<file path="src/diff_drive_pose_integrator_unit_macros.svh">
// Assertion macros for the pose integrator
`ifndef DIFF_DRIVE_POSE_INTEGRATOR_UNIT_MACROS_SVH
`define DIFF_DRIVE_POSE_INTEGRATOR_UNIT_MACROS_SVH

// same-cycle implication
`define DPI_ASSERT(lbl, clk, rst_n, ante, cons) \
    lbl: assert property (@(posedge clk) disable iff (!rst_n) (ante) |-> (cons)) \
        else $error("pose integrator assertion failed");

// next-cycle implication
`define DPI_ASSERT_NEXT(lbl, clk, rst_n, ante, cons) \
    lbl: assert property (@(posedge clk) disable iff (!rst_n) (ante) |=> (cons)) \
        else $error("pose integrator assertion failed");

`endif

</file>
<file path="src/dpi_pkg.sv">
// Shared types, constants and tables of the pose integrator
package dpi_pkg;

    localparam int MAX_STEPS_DEF = 64;
    localparam int APB_AW        = 4;

    localparam logic [15:0] RADIUS_RST = 16'd3277;
    localparam logic [19:0] SEP_RST    = 20'd32768;
    localparam logic [19:0] STEP_RST   = 20'd1000;

    localparam logic CMD_LOAD    = 1'b0;
    localparam logic CMD_ADVANCE = 1'b1;

    localparam logic [1:0] REG_RADIUS = 2'd0;
    localparam logic [1:0] REG_SEP    = 2'd1;
    localparam logic [1:0] REG_STEP   = 2'd2;

    localparam logic [31:0] TWO_MEG      = 32'd2000000;
    localparam logic [31:0] ONE_MEG      = 32'd1000000;
    localparam logic [31:0] TURN_PER_RAD = 32'd683565276;

    localparam logic signed [33:0] CORDIC_GAIN = 34'sd652032874;
    localparam logic [4:0]         TRIG_LAST   = 5'd29;
    localparam logic [4:0]         MUL_LAST    = 5'd31;
    localparam logic [6:0]         DIV_LAST    = 7'd95;

    typedef enum logic [4:0] {
        OP_NONE,
        OP_CAPTURE,
        OP_DIVN,
        OP_CLIP,
        OP_DEND,
        OP_RSM,
        OP_RSMDT,
        OP_DIVD,
        OP_SEPN,
        OP_M1E6,
        OP_RTM,
        OP_RTMDT,
        OP_TURN,
        OP_DIVH,
        OP_TRIG,
        OP_MULX,
        OP_UPDX,
        OP_MULY,
        OP_UPDY
    } t_op;

    typedef enum logic [4:0] {
        S_IDLE,
        S_DIVN,
        S_CLIP,
        S_DEND,
        S_RSM,
        S_RSMDT,
        S_DIVD,
        S_SEPN,
        S_M1E6,
        S_RTM,
        S_RTMDT,
        S_TURN,
        S_DIVH,
        S_TRIG,
        S_MULX,
        S_UPDX,
        S_MULY,
        S_UPDY,
        S_PUB
    } t_state;

    typedef struct packed {
        logic go;
        t_op  op;
    } t_dp_cmd;

    typedef struct packed {
        logic done;
        logic quo_zero;
        logic last_step;
    } t_dp_sts;

    function automatic logic [31:0] atan_turn(input logic [4:0] idx);
        logic [31:0] v;
        case (idx)
            5'd0:    v = 32'd536870912;
            5'd1:    v = 32'd316933406;
            5'd2:    v = 32'd167458907;
            5'd3:    v = 32'd85004756;
            5'd4:    v = 32'd42667331;
            5'd5:    v = 32'd21354465;
            5'd6:    v = 32'd10679838;
            5'd7:    v = 32'd5340245;
            5'd8:    v = 32'd2670163;
            5'd9:    v = 32'd1335087;
            5'd10:   v = 32'd667544;
            5'd11:   v = 32'd333772;
            5'd12:   v = 32'd166886;
            5'd13:   v = 32'd83443;
            5'd14:   v = 32'd41722;
            5'd15:   v = 32'd20861;
            5'd16:   v = 32'd10430;
            5'd17:   v = 32'd5215;
            5'd18:   v = 32'd2608;
            5'd19:   v = 32'd1304;
            5'd20:   v = 32'd652;
            5'd21:   v = 32'd326;
            5'd22:   v = 32'd163;
            5'd23:   v = 32'd81;
            5'd24:   v = 32'd41;
            5'd25:   v = 32'd20;
            5'd26:   v = 32'd10;
            5'd27:   v = 32'd5;
            5'd28:   v = 32'd3;
            5'd29:   v = 32'd1;
            default: v = 32'd0;
        endcase
        return v;
    endfunction

endpackage

</file>
<file path="src/dpi_ctrl.sv">
// Sequencer state machine of the pose integrator
`include "diff_drive_pose_integrator_unit_macros.svh"

module dpi_ctrl (
    input  logic             i_clk,
    input  logic             i_rst_n,
    input  logic             i_in_valid,
    input  logic             i_cmd,
    input  logic             i_out_free,
    input  dpi_pkg::t_dp_sts i_dp_sts,
    output logic             o_in_stall,
    output logic             o_publish,
    output dpi_pkg::t_dp_cmd o_dp_cmd
);

    dpi_pkg::t_state r_state, n_state;

    always_ff @(posedge i_clk) begin
        if (!i_rst_n) begin
            r_state <= dpi_pkg::S_IDLE;
        end else begin
            r_state <= n_state;
        end
    end

    always_comb begin
        n_state = r_state;
        case (r_state)
            dpi_pkg::S_IDLE: begin
                if (i_in_valid) begin
                    n_state = (i_cmd == dpi_pkg::CMD_ADVANCE) ? dpi_pkg::S_DIVN : dpi_pkg::S_PUB;
                end
            end
            dpi_pkg::S_DIVN:  if (i_dp_sts.done) n_state = dpi_pkg::S_CLIP;
            dpi_pkg::S_CLIP: begin
                if (i_dp_sts.done) begin
                    n_state = i_dp_sts.quo_zero ? dpi_pkg::S_PUB : dpi_pkg::S_DEND;
                end
            end
            dpi_pkg::S_DEND:  if (i_dp_sts.done) n_state = dpi_pkg::S_RSM;
            dpi_pkg::S_RSM:   if (i_dp_sts.done) n_state = dpi_pkg::S_RSMDT;
            dpi_pkg::S_RSMDT: if (i_dp_sts.done) n_state = dpi_pkg::S_DIVD;
            dpi_pkg::S_DIVD:  if (i_dp_sts.done) n_state = dpi_pkg::S_SEPN;
            dpi_pkg::S_SEPN:  if (i_dp_sts.done) n_state = dpi_pkg::S_M1E6;
            dpi_pkg::S_M1E6:  if (i_dp_sts.done) n_state = dpi_pkg::S_RTM;
            dpi_pkg::S_RTM:   if (i_dp_sts.done) n_state = dpi_pkg::S_RTMDT;
            dpi_pkg::S_RTMDT: if (i_dp_sts.done) n_state = dpi_pkg::S_TURN;
            dpi_pkg::S_TURN:  if (i_dp_sts.done) n_state = dpi_pkg::S_DIVH;
            dpi_pkg::S_DIVH:  if (i_dp_sts.done) n_state = dpi_pkg::S_TRIG;
            dpi_pkg::S_TRIG:  if (i_dp_sts.done) n_state = dpi_pkg::S_MULX;
            dpi_pkg::S_MULX:  if (i_dp_sts.done) n_state = dpi_pkg::S_UPDX;
            dpi_pkg::S_UPDX:  if (i_dp_sts.done) n_state = dpi_pkg::S_MULY;
            dpi_pkg::S_MULY:  if (i_dp_sts.done) n_state = dpi_pkg::S_UPDY;
            dpi_pkg::S_UPDY: begin
                if (i_dp_sts.done) begin
                    n_state = i_dp_sts.last_step ? dpi_pkg::S_PUB : dpi_pkg::S_TRIG;
                end
            end
            dpi_pkg::S_PUB:   if (i_out_free) n_state = dpi_pkg::S_IDLE;
            default:          n_state = dpi_pkg::S_IDLE;
        endcase
    end

    always_comb begin
        o_dp_cmd.go = 1'b1;
        o_dp_cmd.op = dpi_pkg::OP_NONE;
        o_publish   = 1'b0;
        o_in_stall  = 1'b1;
        case (r_state)
            dpi_pkg::S_IDLE: begin
                o_in_stall  = 1'b0;
                o_dp_cmd.go = i_in_valid;
                o_dp_cmd.op = dpi_pkg::OP_CAPTURE;
            end
            dpi_pkg::S_DIVN:  o_dp_cmd.op = dpi_pkg::OP_DIVN;
            dpi_pkg::S_CLIP:  o_dp_cmd.op = dpi_pkg::OP_CLIP;
            dpi_pkg::S_DEND:  o_dp_cmd.op = dpi_pkg::OP_DEND;
            dpi_pkg::S_RSM:   o_dp_cmd.op = dpi_pkg::OP_RSM;
            dpi_pkg::S_RSMDT: o_dp_cmd.op = dpi_pkg::OP_RSMDT;
            dpi_pkg::S_DIVD:  o_dp_cmd.op = dpi_pkg::OP_DIVD;
            dpi_pkg::S_SEPN:  o_dp_cmd.op = dpi_pkg::OP_SEPN;
            dpi_pkg::S_M1E6:  o_dp_cmd.op = dpi_pkg::OP_M1E6;
            dpi_pkg::S_RTM:   o_dp_cmd.op = dpi_pkg::OP_RTM;
            dpi_pkg::S_RTMDT: o_dp_cmd.op = dpi_pkg::OP_RTMDT;
            dpi_pkg::S_TURN:  o_dp_cmd.op = dpi_pkg::OP_TURN;
            dpi_pkg::S_DIVH:  o_dp_cmd.op = dpi_pkg::OP_DIVH;
            dpi_pkg::S_TRIG:  o_dp_cmd.op = dpi_pkg::OP_TRIG;
            dpi_pkg::S_MULX:  o_dp_cmd.op = dpi_pkg::OP_MULX;
            dpi_pkg::S_UPDX:  o_dp_cmd.op = dpi_pkg::OP_UPDX;
            dpi_pkg::S_MULY:  o_dp_cmd.op = dpi_pkg::OP_MULY;
            dpi_pkg::S_UPDY:  o_dp_cmd.op = dpi_pkg::OP_UPDY;
            dpi_pkg::S_PUB: begin
                o_dp_cmd.go = 1'b0;
                o_publish   = i_out_free;
            end
            default: o_dp_cmd.go = 1'b0;
        endcase
    end

    `DPI_ASSERT_NEXT(a_pub_to_idle, i_clk, i_rst_n, o_publish, r_state == dpi_pkg::S_IDLE)

endmodule

</file>
<file path="src/dpi_dp.sv">
// Datapath: pose registers, shift-add multiplier, restoring divider, CORDIC
`include "diff_drive_pose_integrator_unit_macros.svh"

module dpi_dp #(
    parameter int MAX_STEPS = dpi_pkg::MAX_STEPS_DEF
) (
    input  logic               i_clk,
    input  logic               i_rst_n,
    input  dpi_pkg::t_dp_cmd   i_dp_cmd,
    output dpi_pkg::t_dp_sts   o_dp_sts,
    input  logic [15:0]        i_radius,
    input  logic [19:0]        i_sep,
    input  logic [19:0]        i_step,
    input  logic               i_cmd,
    input  logic signed [31:0] i_load_x,
    input  logic signed [31:0] i_load_y,
    input  logic [31:0]        i_load_heading,
    input  logic [23:0]        i_elapsed_time,
    input  logic signed [23:0] i_left_wheel_speed,
    input  logic signed [23:0] i_right_wheel_speed,
    output logic signed [31:0] o_pose_x,
    output logic signed [31:0] o_pose_y,
    output logic [31:0]        o_pose_heading,
    output logic [6:0]         o_substeps_done,
    output logic               o_steps_clipped
);

    localparam int NW = $clog2(MAX_STEPS + 1);

    function automatic logic signed [31:0] sat32(input logic signed [36:0] v);
        logic signed [31:0] r;
        if (v > 37'sd2147483647) begin
            r = 32'sh7FFF_FFFF;
        end else if (v < -37'sd2147483648) begin
            r = 32'sh8000_0000;
        end else begin
            r = v[31:0];
        end
        return r;
    endfunction

    // pose and step control
    logic signed [31:0] r_x, r_y;
    logic [31:0]        r_h;
    logic [NW-1:0]      r_n, r_k;
    logic               r_clip;

    // captured item
    logic [23:0] r_dt;
    logic [24:0] r_sm, r_tm;
    logic        r_sneg, r_tneg;
    logic [39:0] r_dmag;

    // multiplier
    logic        r_mbusy;
    logic [4:0]  r_mcnt;
    logic [63:0] r_ma;
    logic [31:0] r_mb;
    logic [95:0] r_acc;

    // divider
    logic        r_dbusy;
    logic [6:0]  r_dcnt;
    logic [95:0] r_num;
    logic [51:0] r_rem;
    logic [47:0] r_quo;
    logic [50:0] r_dvs;

    // CORDIC
    logic               r_tbusy;
    logic [4:0]         r_ci;
    logic               r_flip;
    logic signed [33:0] r_cx, r_cy, r_cz;
    logic signed [27:0] r_c, r_s;

    logic        w_is_mul, w_is_div, w_mstart, w_dstart, w_tstart;
    logic [63:0] w_ma;
    logic [31:0] w_mb;
    logic [95:0] w_num;
    logic [19:0] w_sep, w_st;

    logic signed [24:0] w_sum, w_dif;
    logic [51:0]        w_rt;
    logic               w_ge;

    logic signed [33:0] w_xs, w_ys, w_at, w_nx, w_ny, w_nz, w_fx, w_fy;
    logic [31:0]        w_hf, w_a;
    logic               w_flip;

    logic [31:0]        w_dh;
    logic               w_neg;
    logic signed [31:0] w_pos;
    logic [67:0]        w_pmag;
    logic signed [67:0] w_p, w_pr;
    logic signed [35:0] w_inc;
    logic signed [36:0] w_psum;
    logic signed [31:0] w_newpos;
    logic               w_big;

    assign w_sep = (i_sep == 20'd0) ? 20'd1 : i_sep;
    assign w_st  = (i_step == 20'd0) ? 20'd1 : i_step;

    assign w_sum = 25'(i_left_wheel_speed) + 25'(i_right_wheel_speed);
    assign w_dif = 25'(i_right_wheel_speed) - 25'(i_left_wheel_speed);

    always_comb begin
        w_is_mul = 1'b0;
        w_is_div = 1'b0;
        w_ma     = r_acc[63:0];
        w_mb     = 32'd0;
        w_num    = r_acc;
        case (i_dp_cmd.op)
            dpi_pkg::OP_DEND: begin
                w_is_mul = 1'b1;
                w_ma     = 64'(r_n);
                w_mb     = dpi_pkg::TWO_MEG;
            end
            dpi_pkg::OP_RSM: begin
                w_is_mul = 1'b1;
                w_ma     = 64'(i_radius);
                w_mb     = 32'(r_sm);
            end
            dpi_pkg::OP_RSMDT, dpi_pkg::OP_RTMDT: begin
                w_is_mul = 1'b1;
                w_mb     = 32'(r_dt);
            end
            dpi_pkg::OP_SEPN: begin
                w_is_mul = 1'b1;
                w_ma     = 64'(w_sep);
                w_mb     = 32'(r_n);
            end
            dpi_pkg::OP_M1E6: begin
                w_is_mul = 1'b1;
                w_mb     = dpi_pkg::ONE_MEG;
            end
            dpi_pkg::OP_RTM: begin
                w_is_mul = 1'b1;
                w_ma     = 64'(i_radius);
                w_mb     = 32'(r_tm);
            end
            dpi_pkg::OP_TURN: begin
                w_is_mul = 1'b1;
                w_mb     = dpi_pkg::TURN_PER_RAD;
            end
            dpi_pkg::OP_MULX: begin
                w_is_mul = 1'b1;
                w_ma     = 64'(r_dmag);
                w_mb     = 32'(r_c[27] ? -r_c : r_c);
            end
            dpi_pkg::OP_MULY: begin
                w_is_mul = 1'b1;
                w_ma     = 64'(r_dmag);
                w_mb     = 32'(r_s[27] ? -r_s : r_s);
            end
            dpi_pkg::OP_DIVN: begin
                w_is_div = 1'b1;
                w_num    = 96'(r_dt);
            end
            dpi_pkg::OP_DIVD, dpi_pkg::OP_DIVH: w_is_div = 1'b1;
            default: ;
        endcase
    end

    assign w_mstart = i_dp_cmd.go && w_is_mul && !r_mbusy;
    assign w_dstart = i_dp_cmd.go && w_is_div && !r_dbusy;
    assign w_tstart = i_dp_cmd.go && (i_dp_cmd.op == dpi_pkg::OP_TRIG) && !r_tbusy;

    assign w_rt = {r_rem[50:0], r_num[95]};
    assign w_ge = (w_rt >= {1'b0, r_dvs});

    assign w_hf   = r_h + 32'h4000_0000;
    assign w_flip = w_hf[31];
    assign w_a    = w_flip ? (r_h + 32'h8000_0000) : r_h;
    assign w_xs   = r_cx >>> r_ci;
    assign w_ys   = r_cy >>> r_ci;
    assign w_at   = $signed({2'b00, dpi_pkg::atan_turn(r_ci)});
    assign w_nx   = r_cz[33] ? (r_cx + w_ys) : (r_cx - w_ys);
    assign w_ny   = r_cz[33] ? (r_cy - w_xs) : (r_cy + w_xs);
    assign w_nz   = r_cz[33] ? (r_cz + w_at) : (r_cz - w_at);
    assign w_fx   = r_flip ? -w_nx : w_nx;
    assign w_fy   = r_flip ? -w_ny : w_ny;

    assign w_dh = r_tneg ? (32'd0 - r_quo[47:16]) : r_quo[47:16];

    assign w_neg    = ((i_dp_cmd.op == dpi_pkg::OP_UPDY) ? r_s[27] : r_c[27]) ^ r_sneg;
    assign w_pos    = (i_dp_cmd.op == dpi_pkg::OP_UPDY) ? r_y : r_x;
    assign w_pmag   = {1'b0, r_acc[66:0]};
    assign w_p      = w_neg ? -$signed(w_pmag) : $signed(w_pmag);
    assign w_pr     = w_p + 68'sd2147483648;
    assign w_inc    = $signed(w_pr[67:32]);
    assign w_psum   = 37'(w_inc) + 37'(w_pos);
    assign w_newpos = sat32(w_psum);

    assign w_big = (r_quo > 48'(MAX_STEPS));

    always_ff @(posedge i_clk) begin
        if (!i_rst_n) begin
            r_x     <= '0;
            r_y     <= '0;
            r_h     <= '0;
            r_n     <= '0;
            r_k     <= '0;
            r_clip  <= 1'b0;
            r_mbusy <= 1'b0;
            r_mcnt  <= '0;
            r_dbusy <= 1'b0;
            r_dcnt  <= '0;
            r_tbusy <= 1'b0;
            r_ci    <= '0;
        end else begin
            if (i_dp_cmd.go) begin
                case (i_dp_cmd.op)
                    dpi_pkg::OP_CAPTURE: begin
                        r_n    <= '0;
                        r_k    <= '0;
                        r_clip <= 1'b0;
                        if (i_cmd == dpi_pkg::CMD_LOAD) begin
                            r_x <= i_load_x;
                            r_y <= i_load_y;
                            r_h <= i_load_heading;
                        end
                    end
                    dpi_pkg::OP_CLIP: begin
                        r_n    <= w_big ? NW'(MAX_STEPS) : r_quo[NW-1:0];
                        r_clip <= w_big;
                        r_k    <= '0;
                    end
                    dpi_pkg::OP_UPDX: r_x <= w_newpos;
                    dpi_pkg::OP_UPDY: begin
                        r_y <= w_newpos;
                        r_h <= r_h + w_dh;
                        r_k <= r_k + 1'b1;
                    end
                    default: ;
                endcase
            end

            if (w_mstart) begin
                r_mbusy <= 1'b1;
                r_mcnt  <= '0;
            end else if (r_mbusy) begin
                r_mcnt <= r_mcnt + 1'b1;
                if (r_mcnt == dpi_pkg::MUL_LAST) r_mbusy <= 1'b0;
            end

            if (w_dstart) begin
                r_dbusy <= 1'b1;
                r_dcnt  <= '0;
            end else if (r_dbusy) begin
                r_dcnt <= r_dcnt + 1'b1;
                if (r_dcnt == dpi_pkg::DIV_LAST) r_dbusy <= 1'b0;
            end

            if (w_tstart) begin
                r_tbusy <= 1'b1;
                r_ci    <= '0;
            end else if (r_tbusy) begin
                r_ci <= r_ci + 1'b1;
                if (r_ci == dpi_pkg::TRIG_LAST) r_tbusy <= 1'b0;
            end
        end
    end

    always_ff @(posedge i_clk) begin
        if (i_dp_cmd.go && (i_dp_cmd.op == dpi_pkg::OP_CAPTURE)) begin
            r_dt   <= i_elapsed_time;
            r_sm   <= w_sum[24] ? 25'(-w_sum) : 25'(w_sum);
            r_sneg <= w_sum[24];
            r_tm   <= w_dif[24] ? 25'(-w_dif) : 25'(w_dif);
            r_tneg <= w_dif[24];
        end

        if (w_mstart) begin
            r_ma  <= w_ma;
            r_mb  <= w_mb;
            r_acc <= '0;
            case (i_dp_cmd.op)
                dpi_pkg::OP_RSM, dpi_pkg::OP_RTM: r_dvs <= r_acc[50:0];
                dpi_pkg::OP_SEPN:                 r_dmag <= r_quo[47:8];
                default: ;
            endcase
        end else if (r_mbusy) begin
            r_acc <= {r_acc[94:0], 1'b0} + (r_mb[31] ? {32'd0, r_ma} : 96'd0);
            r_mb  <= {r_mb[30:0], 1'b0};
        end

        if (w_dstart) begin
            r_num <= w_num;
            r_rem <= '0;
            r_quo <= '0;
            if (i_dp_cmd.op == dpi_pkg::OP_DIVN) r_dvs <= 51'(w_st);
        end else if (r_dbusy) begin
            r_num <= {r_num[94:0], 1'b0};
            r_rem <= w_ge ? (w_rt - {1'b0, r_dvs}) : w_rt;
            r_quo <= {r_quo[46:0], w_ge};
        end

        if (w_tstart) begin
            r_cx   <= dpi_pkg::CORDIC_GAIN;
            r_cy   <= '0;
            r_cz   <= 34'($signed(w_a));
            r_flip <= w_flip;
        end else if (r_tbusy) begin
            r_cx <= w_nx;
            r_cy <= w_ny;
            r_cz <= w_nz;
            if (r_ci == dpi_pkg::TRIG_LAST) begin
                r_c <= w_fx[33:6];
                r_s <= w_fy[33:6];
            end
        end
    end

    always_comb begin
        o_dp_sts.quo_zero  = (r_quo == 48'd0);
        o_dp_sts.last_step = (r_k == (r_n - 1'b1));
        case (i_dp_cmd.op)
            dpi_pkg::OP_CAPTURE, dpi_pkg::OP_CLIP,
            dpi_pkg::OP_UPDX, dpi_pkg::OP_UPDY:
                o_dp_sts.done = i_dp_cmd.go;
            dpi_pkg::OP_DIVN, dpi_pkg::OP_DIVD, dpi_pkg::OP_DIVH:
                o_dp_sts.done = r_dbusy && (r_dcnt == dpi_pkg::DIV_LAST);
            dpi_pkg::OP_TRIG:
                o_dp_sts.done = r_tbusy && (r_ci == dpi_pkg::TRIG_LAST);
            dpi_pkg::OP_DEND, dpi_pkg::OP_RSM, dpi_pkg::OP_RSMDT, dpi_pkg::OP_SEPN,
            dpi_pkg::OP_M1E6, dpi_pkg::OP_RTM, dpi_pkg::OP_RTMDT, dpi_pkg::OP_TURN,
            dpi_pkg::OP_MULX, dpi_pkg::OP_MULY:
                o_dp_sts.done = r_mbusy && (r_mcnt == dpi_pkg::MUL_LAST);
            default:
                o_dp_sts.done = 1'b0;
        endcase
    end

    assign o_pose_x        = r_x;
    assign o_pose_y        = r_y;
    assign o_pose_heading  = r_h;
    assign o_substeps_done = 7'(r_n);
    assign o_steps_clipped = r_clip;

    `DPI_ASSERT(a_units_excl, i_clk, i_rst_n, r_mbusy, !r_dbusy && !r_tbusy)
    `DPI_ASSERT(a_step_bound, i_clk, i_rst_n, 1'b1, (r_n <= NW'(MAX_STEPS)) && (r_k <= r_n))
    `DPI_ASSERT_NEXT(a_head_hold, i_clk, i_rst_n, r_mbusy || r_dbusy || r_tbusy, $stable(r_h))

endmodule

</file>
<file path="src/diff_drive_pose_integrator_unit.sv">
// Top level of the differential-drive pose integrator
//
//  channel  | direction | handshake                  | beat
//  ---------+-----------+----------------------------+------------------------------
//  input    | in        | i_in_valid / o_in_stall    | cmd, load pose, dt, speeds
//  output   | out       | o_out_valid / i_out_stall  | pose, substeps, clipped flag
//  config   | in        | APB psel/penable/pwrite    | radius, separation, step time
//
//  A load beat goes straight to publication; an advance beat's time is set by the shared
//  shift-add multiplier and restoring divider, one bit a cycle, and by the 30-iteration
//  CORDIC run once per substep.
//  Synchronous active-low reset clears the pose and restores the register defaults.
//  One beat is worked at a time; a new one is taken while the last result waits.
module diff_drive_pose_integrator_unit #(
    parameter int MAX_STEPS = dpi_pkg::MAX_STEPS_DEF
) (
    input  logic                       i_clk,
    input  logic                       i_rst_n,
    input  logic                       psel,
    input  logic                       penable,
    input  logic                       pwrite,
    input  logic [dpi_pkg::APB_AW-1:0] paddr,
    input  logic [31:0]                pwdata,
    output logic [31:0]                prdata,
    output logic                       pready,
    input  logic                       i_in_valid,
    output logic                       o_in_stall,
    input  logic                       i_cmd,
    input  logic signed [31:0]         i_load_x,
    input  logic signed [31:0]         i_load_y,
    input  logic [31:0]                i_load_heading,
    input  logic [23:0]                i_elapsed_time,
    input  logic signed [23:0]         i_left_wheel_speed,
    input  logic signed [23:0]         i_right_wheel_speed,
    output logic                       o_out_valid,
    input  logic                       i_out_stall,
    output logic signed [31:0]         o_pose_x,
    output logic signed [31:0]         o_pose_y,
    output logic [31:0]                o_pose_heading,
    output logic [6:0]                 o_substeps_done,
    output logic                       o_steps_clipped
);

    logic [15:0] r_radius;
    logic [19:0] r_sep, r_step;
    logic        r_out_valid;

    logic signed [31:0] r_pose_x, r_pose_y;
    logic [31:0]        r_pose_heading;
    logic [6:0]         r_substeps_done;
    logic               r_steps_clipped;

    logic               w_out_free, w_publish, w_wr;
    dpi_pkg::t_dp_cmd   w_dp_cmd;
    dpi_pkg::t_dp_sts   w_dp_sts;
    logic signed [31:0] w_x, w_y;
    logic [31:0]        w_h;
    logic [6:0]         w_n;
    logic               w_clip;

    assign pready = 1'b1;
    assign w_wr   = psel && penable && pwrite && pready;

    always_ff @(posedge i_clk) begin
        if (!i_rst_n) begin
            r_radius <= dpi_pkg::RADIUS_RST;
            r_sep    <= dpi_pkg::SEP_RST;
            r_step   <= dpi_pkg::STEP_RST;
        end else if (w_wr) begin
            case (paddr[3:2])
                dpi_pkg::REG_RADIUS: r_radius <= pwdata[15:0];
                dpi_pkg::REG_SEP:    r_sep    <= pwdata[19:0];
                dpi_pkg::REG_STEP:   r_step   <= pwdata[19:0];
                default: ;
            endcase
        end
    end

    always_comb begin
        case (paddr[3:2])
            dpi_pkg::REG_RADIUS: prdata = 32'(r_radius);
            dpi_pkg::REG_SEP:    prdata = 32'(r_sep);
            dpi_pkg::REG_STEP:   prdata = 32'(r_step);
            default:             prdata = 32'd0;
        endcase
    end

    assign w_out_free = !r_out_valid || !i_out_stall;

    dpi_ctrl u_ctrl (
        .i_clk      (i_clk),
        .i_rst_n    (i_rst_n),
        .i_in_valid (i_in_valid),
        .i_cmd      (i_cmd),
        .i_out_free (w_out_free),
        .i_dp_sts   (w_dp_sts),
        .o_in_stall (o_in_stall),
        .o_publish  (w_publish),
        .o_dp_cmd   (w_dp_cmd)
    );

    dpi_dp #(
        .MAX_STEPS (MAX_STEPS)
    ) u_dp (
        .i_clk               (i_clk),
        .i_rst_n             (i_rst_n),
        .i_dp_cmd            (w_dp_cmd),
        .o_dp_sts            (w_dp_sts),
        .i_radius            (r_radius),
        .i_sep               (r_sep),
        .i_step              (r_step),
        .i_cmd               (i_cmd),
        .i_load_x            (i_load_x),
        .i_load_y            (i_load_y),
        .i_load_heading      (i_load_heading),
        .i_elapsed_time      (i_elapsed_time),
        .i_left_wheel_speed  (i_left_wheel_speed),
        .i_right_wheel_speed (i_right_wheel_speed),
        .o_pose_x            (w_x),
        .o_pose_y            (w_y),
        .o_pose_heading      (w_h),
        .o_substeps_done     (w_n),
        .o_steps_clipped     (w_clip)
    );

    always_ff @(posedge i_clk) begin
        if (!i_rst_n) begin
            r_out_valid <= 1'b0;
        end else if (w_publish) begin
            r_out_valid <= 1'b1;
        end else if (!i_out_stall) begin
            r_out_valid <= 1'b0;
        end
    end

    always_ff @(posedge i_clk) begin
        if (w_publish) begin
            r_pose_x        <= w_x;
            r_pose_y        <= w_y;
            r_pose_heading  <= w_h;
            r_substeps_done <= w_n;
            r_steps_clipped <= w_clip;
        end
    end

    assign o_out_valid     = r_out_valid;
    assign o_pose_x        = r_pose_x;
    assign o_pose_y        = r_pose_y;
    assign o_pose_heading  = r_pose_heading;
    assign o_substeps_done = r_substeps_done;
    assign o_steps_clipped = r_steps_clipped;

endmodule

</file>
<file path="config.mk">
export PLATFORM = sky130hd
export DESIGN_NAME = diff_drive_pose_integrator_unit
export DESIGN_NICKNAME = d
export VERILOG_FILES = /design/src/dpi_pkg.sv /design/src/dpi_ctrl.sv /design/src/dpi_dp.sv /design/src/diff_drive_pose_integrator_unit.sv
export VERILOG_INCLUDE_DIRS = /design/src /design/src/src
export SDC_FILE = /design/constraint.sdc
export NUM_CORES = 2
export LEC_CHECK = 0
export BUFFER_PORTS_ARGS = -buffer_cell sky130_fd_sc_hd__buf_2
export CAP_MARGIN = 15
export CORE_MARGIN = 2
export CORE_UTILIZATION = 27
export CTS_BUF_LIST = sky130_fd_sc_hd__clkbuf_16
export DETAILED_ROUTE_END_ITERATION = 10
export PLACE_DENSITY = 0.54
export SKIP_LAST_GASP = 1
export SYNTH_ARGS = -nofsm -noshare
export SYNTH_HDL_FRONTEND = slang
export SYNTH_SLANG_ARGS = --single-unit
</file>
<file path="constraint.sdc">
create_clock -name i_clk -period 7.6 [get_ports i_clk]
set_input_delay 2.28 -clock i_clk [delete_from_list [all_inputs] [get_ports i_clk]]
set_output_delay 2.28 -clock i_clk [all_outputs]
set_load 0.05 [all_outputs]
</file>
After elaboration in Yosys (flattened, before gate mapping)
Memory sizes are Yosys's and may differ from the RTL's. A register that Yosys moved wholly into a read port is not among the register bits.
Index checks and enable logic that the tools add are counted.

storage, ports and cells
  bits in registers = 1010
  word-level logic and storage cells = 282
  memory bits (read-only) = 960
  memories = 1
  output and inout port bits = 139
  bits of input ports = 212

memory list
  name              words  bits a word  rd ports  clocked after memory_dff  write ports  line           text
  (name not given)  32     30           1         1                         0            dpi_pkg.sv:84  case (idx)

operators by class
  bitwise operators = 3
  equality and inequality tests = 63
  shifts and indexed selects = 2
  muxes and demuxes = 87
  reductions and logical operators = 51
  $add $sub $neg = 28
  $lt $le $gt $ge = 4

operators by type and width
  cell                                                 number
  2-to-1 mux 32 bit                                    12
  2-to-1 mux 96 bit                                    3
  one-hot mux 32 bit (9 select lines)                  1
  one-hot mux 64 bit (4 select lines)                  1
  2-to-1 mux 51 bit                                    5
  2-to-1 mux 34 bit                                    7
  one-hot mux 32 bit (2 select lines)                  3
  2-to-1 mux 5 bit                                     24
  adder 96 bit                                         1
  one-hot mux 5 bit (19 select lines)                  1
  one-hot mux 5 bit (18 select lines)                  1
  equality test 5 x 4 -> 1 bit, second input constant  16
  adder 34 bit                                         2
  adder 68 x 33 -> 68 bit, second input constant       1
  2-to-1 mux 68 bit                                    1
  negation 34 bit                                      2
  negation 67 -> 68 bit                                1
  >>> shifter 34 x 5 -> 34 bit                         2
  subtractor 34 bit                                    2
  2-to-1 mux 64 bit                                    1
  negation 28 -> 32 bit                                2
  one-hot mux 20 bit (3 select lines)                  1
  greater-or-equal comparator 52 x 51 -> 1 bit         1
  subtractor 51 bit                                    1
  51 further kinds                                     146

Longest topological paths before layout
  depth after elaboration = 12
  depth in mapped cells = 32
  mapped depth without buffers = 26

Cells and area by module
A second synthesis with hierarchy kept.

unflattened totals
  cells, all modules = 8396
  area, all modules = 71645.0 sq um

by module, submodules not included
  module                           times used  area each (sq um)  seq. area each (sq um)  cells each
  dpi_dp                           1           65225.1            21460.6                 7913
  diff_drive_pose_integrator_unit  1           5860.6             4264.1                  406
  dpi_ctrl                         1           559.3              100.1                   77

Least setup slack after synthesis
OpenSTA, ideal clock, no wires.

  path type = input-to-reg
  start = input port i_out_stall
  end = register r_pose_heading[0] (netlist: o_pose_heading[0]) (enable)
  required time = 6.999 ns
  cell stages on the path = 1
  path buffers = 0
  arrival = 7.318 ns
  library setup time = 0.601 ns
  slack = -0.319 ns
  cell sequence = a21oi_1

on the way
  word-level cells in the longest chain between the ends = 3

RTL lines
  element               line                                    text
  from (decl)           diff_drive_pose_integrator_unit.sv:36   input logic i_out_stall,
  zero test 1 bit       n/a
  logical OR 1 bit      diff_drive_pose_integrator_unit.sv:88   assign w_out_free = !r_out_valid || !i_out_stall;
  2-to-1 mux 1 bit      dpi_ctrl.sv:69                          case (r_state)
  to (signal assigned)  diff_drive_pose_integrator_unit.sv:140  r_pose_heading <= w_h;
  to (decl)             diff_drive_pose_integrator_unit.sv:49   logic [31:0] r_pose_heading;

Every way passes these cells.
A chain may end at the register's enable or synchronous reset.

Worst setup path in the final report
  start = register u_ctrl.r_state[1]
  end = register u_dp.r_y[1] (netlist: u_dp.o_pose_y[1])

on the way
  word-level cells in the longest chain between the ends = 12
  elaborated cells on any way between the ends = 37
  classes of those cells = add/sub: 2; order compare: 2; eq/ne: 20; mux: 8; bitwise: 1; reduce/logical: 4

RTL lines
  element                                      line                                         text
  from (decl)                                  dpi_ctrl.sv:16                               dpi_pkg::t_state r_state, n_state;
  from (signal assigned)                       dpi_ctrl.sv:20                               r_state <= dpi_pkg::S_IDLE;
  from (signal assigned)                       dpi_ctrl.sv:22                               r_state <= n_state;
  equality test 5 bit (tied with other cells)  dpi_ctrl.sv:69
  one-hot mux 5 bit (18 select lines)          dpi_ctrl.sv:69
  equality test 5 bit                          dpi_dp.sv:185, dpi_dp.sv:186, dpi_dp.sv:212
  2-to-1 mux 1 bit                             dpi_dp.sv:185                                assign w_neg = ((i_dp_cmd.op == dpi_pkg::OP_UPDY) ? r_s[27] : r_c[27]) ^ r_sneg;
  bitwise XOR 1 bit                            dpi_dp.sv:185
  2-to-1 mux 68 bit                            dpi_dp.sv:188                                assign w_p = w_neg ? -$signed(w_pmag) : $signed(w_pmag);
  adder 68 x 33 -> 68 bit                      dpi_dp.sv:189                                assign w_pr = w_p + 68'sd2147483648;
  adder 36 x 32 -> 37 bit                      dpi_dp.sv:191                                assign w_psum = 37'(w_inc) + 37'(w_pos);
  < comparator 37 x 32 -> 1 bit                dpi_dp.sv:34                                 end else if (v < -37'sd2147483648) begin
  2-to-1 mux 32 bit                            dpi_dp.sv:34
  2-to-1 mux 32 bit                            dpi_dp.sv:32                                 if (v > 37'sd2147483647) begin
  one-hot mux 32 bit (2 select lines)          dpi_dp.sv:212                                case (i_dp_cmd.op)
  to (signal assigned)                         dpi_dp.sv:219                                r_y <= i_load_y;
  to (signal assigned)                         dpi_dp.sv:230                                r_y <= w_newpos;
  to (decl)                                    dpi_dp.sv:43                                 logic signed [31:0] r_x, r_y;

Several ways; a longest one is shown, not always the timed one.

==> out/qor.csv <==
metric,value,unit
die_area,268300,sq um
worstPathMaxFanout,8,
crit_arrival,7850,ps
grtUsageMet1,22.98,%
place_hpwl,196200,um
final-hold-violation-count,0,
switching_share,45.69,%
dpl_worst_slack,88.48,ps
power.switching,15.26,mW
max_freq,139.8,MHz
route.detailed.drc,0,
synth_warnings,0,
fp.dieW,518.0,um
clk_latency,820,ps
clock-sinks,1039,
clkPwrFrac,17.7,%
cts_buffers,118,
final_area,81650,sq um
vias,64740,
outcome,"complete, no violations",
h-tree-depth,3,
setup_viol,0,
maxSlewViolCount,0,
synth.area.top_cells,"edfxtp_1 21%, dfxtp_1 15%, nand2_1 6.5%",
crit_path_start,u_ctrl.r_state[1],
tightest_slew,1217,ps
via_per_inst,5.347,
overflow,0,
min_period,7155,ps
clk_pin_slew,60,ps
firstDrtPassIters,8,
totalWireLength,260600,um
hold_class,register to register,
gr-max-usage-layer,met2,
critPathMaxStageDelay,450,ps
nFillCells,27570,
synthArstFlopShare,0,%
pin_count,351,
grt_pass1_wl,389100,um
grtUsageTotal,18.50,%
synth_ff_type,dfxtp_1,
first_iter_violations,5581,
stdcell_count,12110,
criticalPathCategory,register to register,
io_buffers,323,
internal_power,18.14,mW
place_congestion,0.9486,
cp.required,8300,ps
grt.met3_usage,2.279,%
grt_max_degree,117,
ys_types,110,
cts_tree,done,
leakage,32.04,nW
setup_ws,445.2,ps
cp_common_cell,o21ai_0,
ant_nets,0,
drive_above_1_share,11.61,%
syn2layout_area_growth,14.48,%
crit_path_start_kind,register,
rows,188,
timing.final.crit_share,94.14,%
critPathSlowestCell,or3b_2,
final.setup.tns,0,ps
hold_ws,426.4,ps
power_density,409.2,nW/um^2
fp.coreArea,262500,sq um
fin_nets,9050,
max-cap-violations,0,
comb_power_share,54.6,%
cts.path.max_buffers,3,
worst_clock_skew,105.3,ps
cts-root-buf,clkbuf_16,
antenna_found_initial,37,
ys_ff_latch,1039,
globalRouteMet2Util,31.88,%
p_total,33.41,mW
wl_per_cell,21.53,um
end_kind,register,
placed_area,77550,sq um
syn_area,71320,sq um
grt_pass1_vias,62080,
floorplan.initialDensity,27.17,%
dp.cells,11870,
power_frac_seq,27.6,%
synth_edf_count,502,
timing.rr.start,u_ctrl.r_state[1],
relSlewSlack,17.71,%
irDropWorstVdd,0.3978,mV
synth_top_cell_area_share,21.14,%
yosysTopAreaCell,edfxtp_1,
seq_area_frac_synth,36.21,%
die_h,518.0,um
synthCells,8268,
rsz0062_at_grt,no,
hp-start,u_dp.o_pose_x[31],
synth_area_per_cell,8.626,sq um
utilization,31.10,%
## metal layers
metal / share of wire (%) / wire length, um / up-vias
met4: 4.7 / 12250 / 8
met1: 41 / 107700 / 31510
met2: 48 / 126200 / 2117
met5: 0.015 / 39 / -
li1: - / - / 30650
met3: 5.5 / 14420 / 460
## worst max-delay path: cells and delay by family (launching register included)
kind | cells | cell delay [ps]
DFF | 1 | 310
AOI/OAI and AO/OA | 14 | 3220
adders and majority gates | 2 | 630
buffers and inverters | 3 | 610
xor gates and xnor gates | 3 | 570
and+or+nand+nor | 6 | 1710
## registers in the layout, indices dropped and copies added, names as in the netlist, 30 cells and up
signal               flops
u_dp.r_dvs              51
u_dp.o_pose_x           32
u_dp.r_ma               64
u_dp.r_quo              48
o_pose_y                32
u_dp.r_mb               32
u_dp.r_cx               34
u_dp.o_pose_y           32
u_dp.w_at               30
o_pose_heading          32
u_dp.r_rem              51
u_dp.o_pose_heading     32
u_dp.r_num              96
o_pose_x                32
u_dp.r_cz               34
u_dp.r_acc              96
u_dp.r_dmag             40
u_dp.r_cy               34
## area by class of cell
| class | instances | area, sq um | share of cell area, % |
|---|---|---|---|
| multi-input cells | 6478 | 42760 | 52.37 |
| flip-flops and latches | 1039 | 25840 | 31.65 |
| well taps | 3515 | 4398 | 5.387 |
| repair buffers | 579 | 3660 | 4.482 |
| clock buffers | 118 | 2953 | 3.617 |
| clock inverters | 108 | 1028 | 1.260 |
| inverters | 260 | 978.4 | 1.198 |
| diodes | 11 | 27.53 | 0.03371 |
## placed cells by master, fill, tap and decap left out, types with 69 or more instances in the layout
master	netlist	layout
a21o_1	141	140
a21oi_1	654	652
a22o_1	138	138
a31oi_1	112	110
and2_1	131	130
and3_1	72	72
buf_2	23	322
buf_4	20	248
clkbuf_16	0	118
dfxtp_1	537	531
edfxtp_1	502	502
ha_1	353	353
inv_1	250	272
mux2i_1	127	127
mux4_2	91	91
nand2_1	1230	1228
nand2b_1	69	69
nand3_1	215	214
nand4_1	75	75
nor2_1	518	510
nor3_1	147	140
o211ai_1	108	108
o21ai_0	509	507
o31ai_1	72	72
or3_1	100	100
xnor2_1	398	398
xor2_1	240	240
## cells by family after synthesis
family | after synthesis | share of synthesized area (%)
flip-flops | 1039 | 36.21
AO/OA/AOI/OAI | 2353 | 21.37
adder cells (fa/ha/maj) | 362 | 6.445
XOR/XNOR | 638 | 7.835
multiplexers | 239 | 4.988
AND/OR/NAND/NOR | 2873 | 18.92
buffers and inverters | 762 | 4.230
other | 2 | 0.01053
## repair_timing
item,in CTS,in global routing
gates resized for setup,0,2
endpoints found under the hold margin,0,0
hold buffers,0,0
endpoints found under the setup margin,0,69
setup buffers,0,6
## synth_stat cells, types with 19 or more instances
master    count
a211o_1      22
a211oi_1     53
a21boi_0     67
a21o_1      141
a21oi_1     654
a221oi_1     27
a222oi_1     29
a22o_1      138
a22oi_1      46
a31oi_1     112
and2_1      131
and3_1       72
buf_1        40
buf_2        23
buf_4        20
clkbuf_1    410
dfxtp_1     537
edfxtp_1    502
ha_1        353
inv_1       250
mux2_2       21
mux2i_1     127
mux4_2       91
nand2_1    1230
nand2b_1     69
nand3_1     215
nand3b_1     19
nand4_1      75
nor2_1      518
nor2b_1      60
nor3_1      147
nor3b_1      24
nor4_1       65
o211ai_1    108
o21a_1       59
o21ai_0     509
o21bai_1     41
o22ai_1      41
o31ai_1      72
or2_2        40
or3_1       100
or4_1        35
xnor2_1     398
xor2_1      240
## path summary, 6_finish.rpt
check | slack [ps] | cells past startpoint | to
min reg2reg | 430 | 0 | o_pose_x[31]
max | 450 | 28 | u_dp.o_pose_y[1]
max reg2reg | 450 | 28 | u_dp.o_pose_y[1]
min | 430 | 0 | o_pose_x[31]
## power by group through the flow
stage | combinational [mW] | clock [mW] | sequential (mW)
floorplan | 12.6 | 0 | 8.77
detailed placement | 18.0 | 0 | 9.30
global route | 20.0 | 6.25 | 9.36
CTS | 18.1 | 6.04 | 9.20
finish | 18.3 | 5.92 | 9.23
global placement | 17.8 | 0 | 9.27
Note: power is estimated with default switching activity, not from simulation.
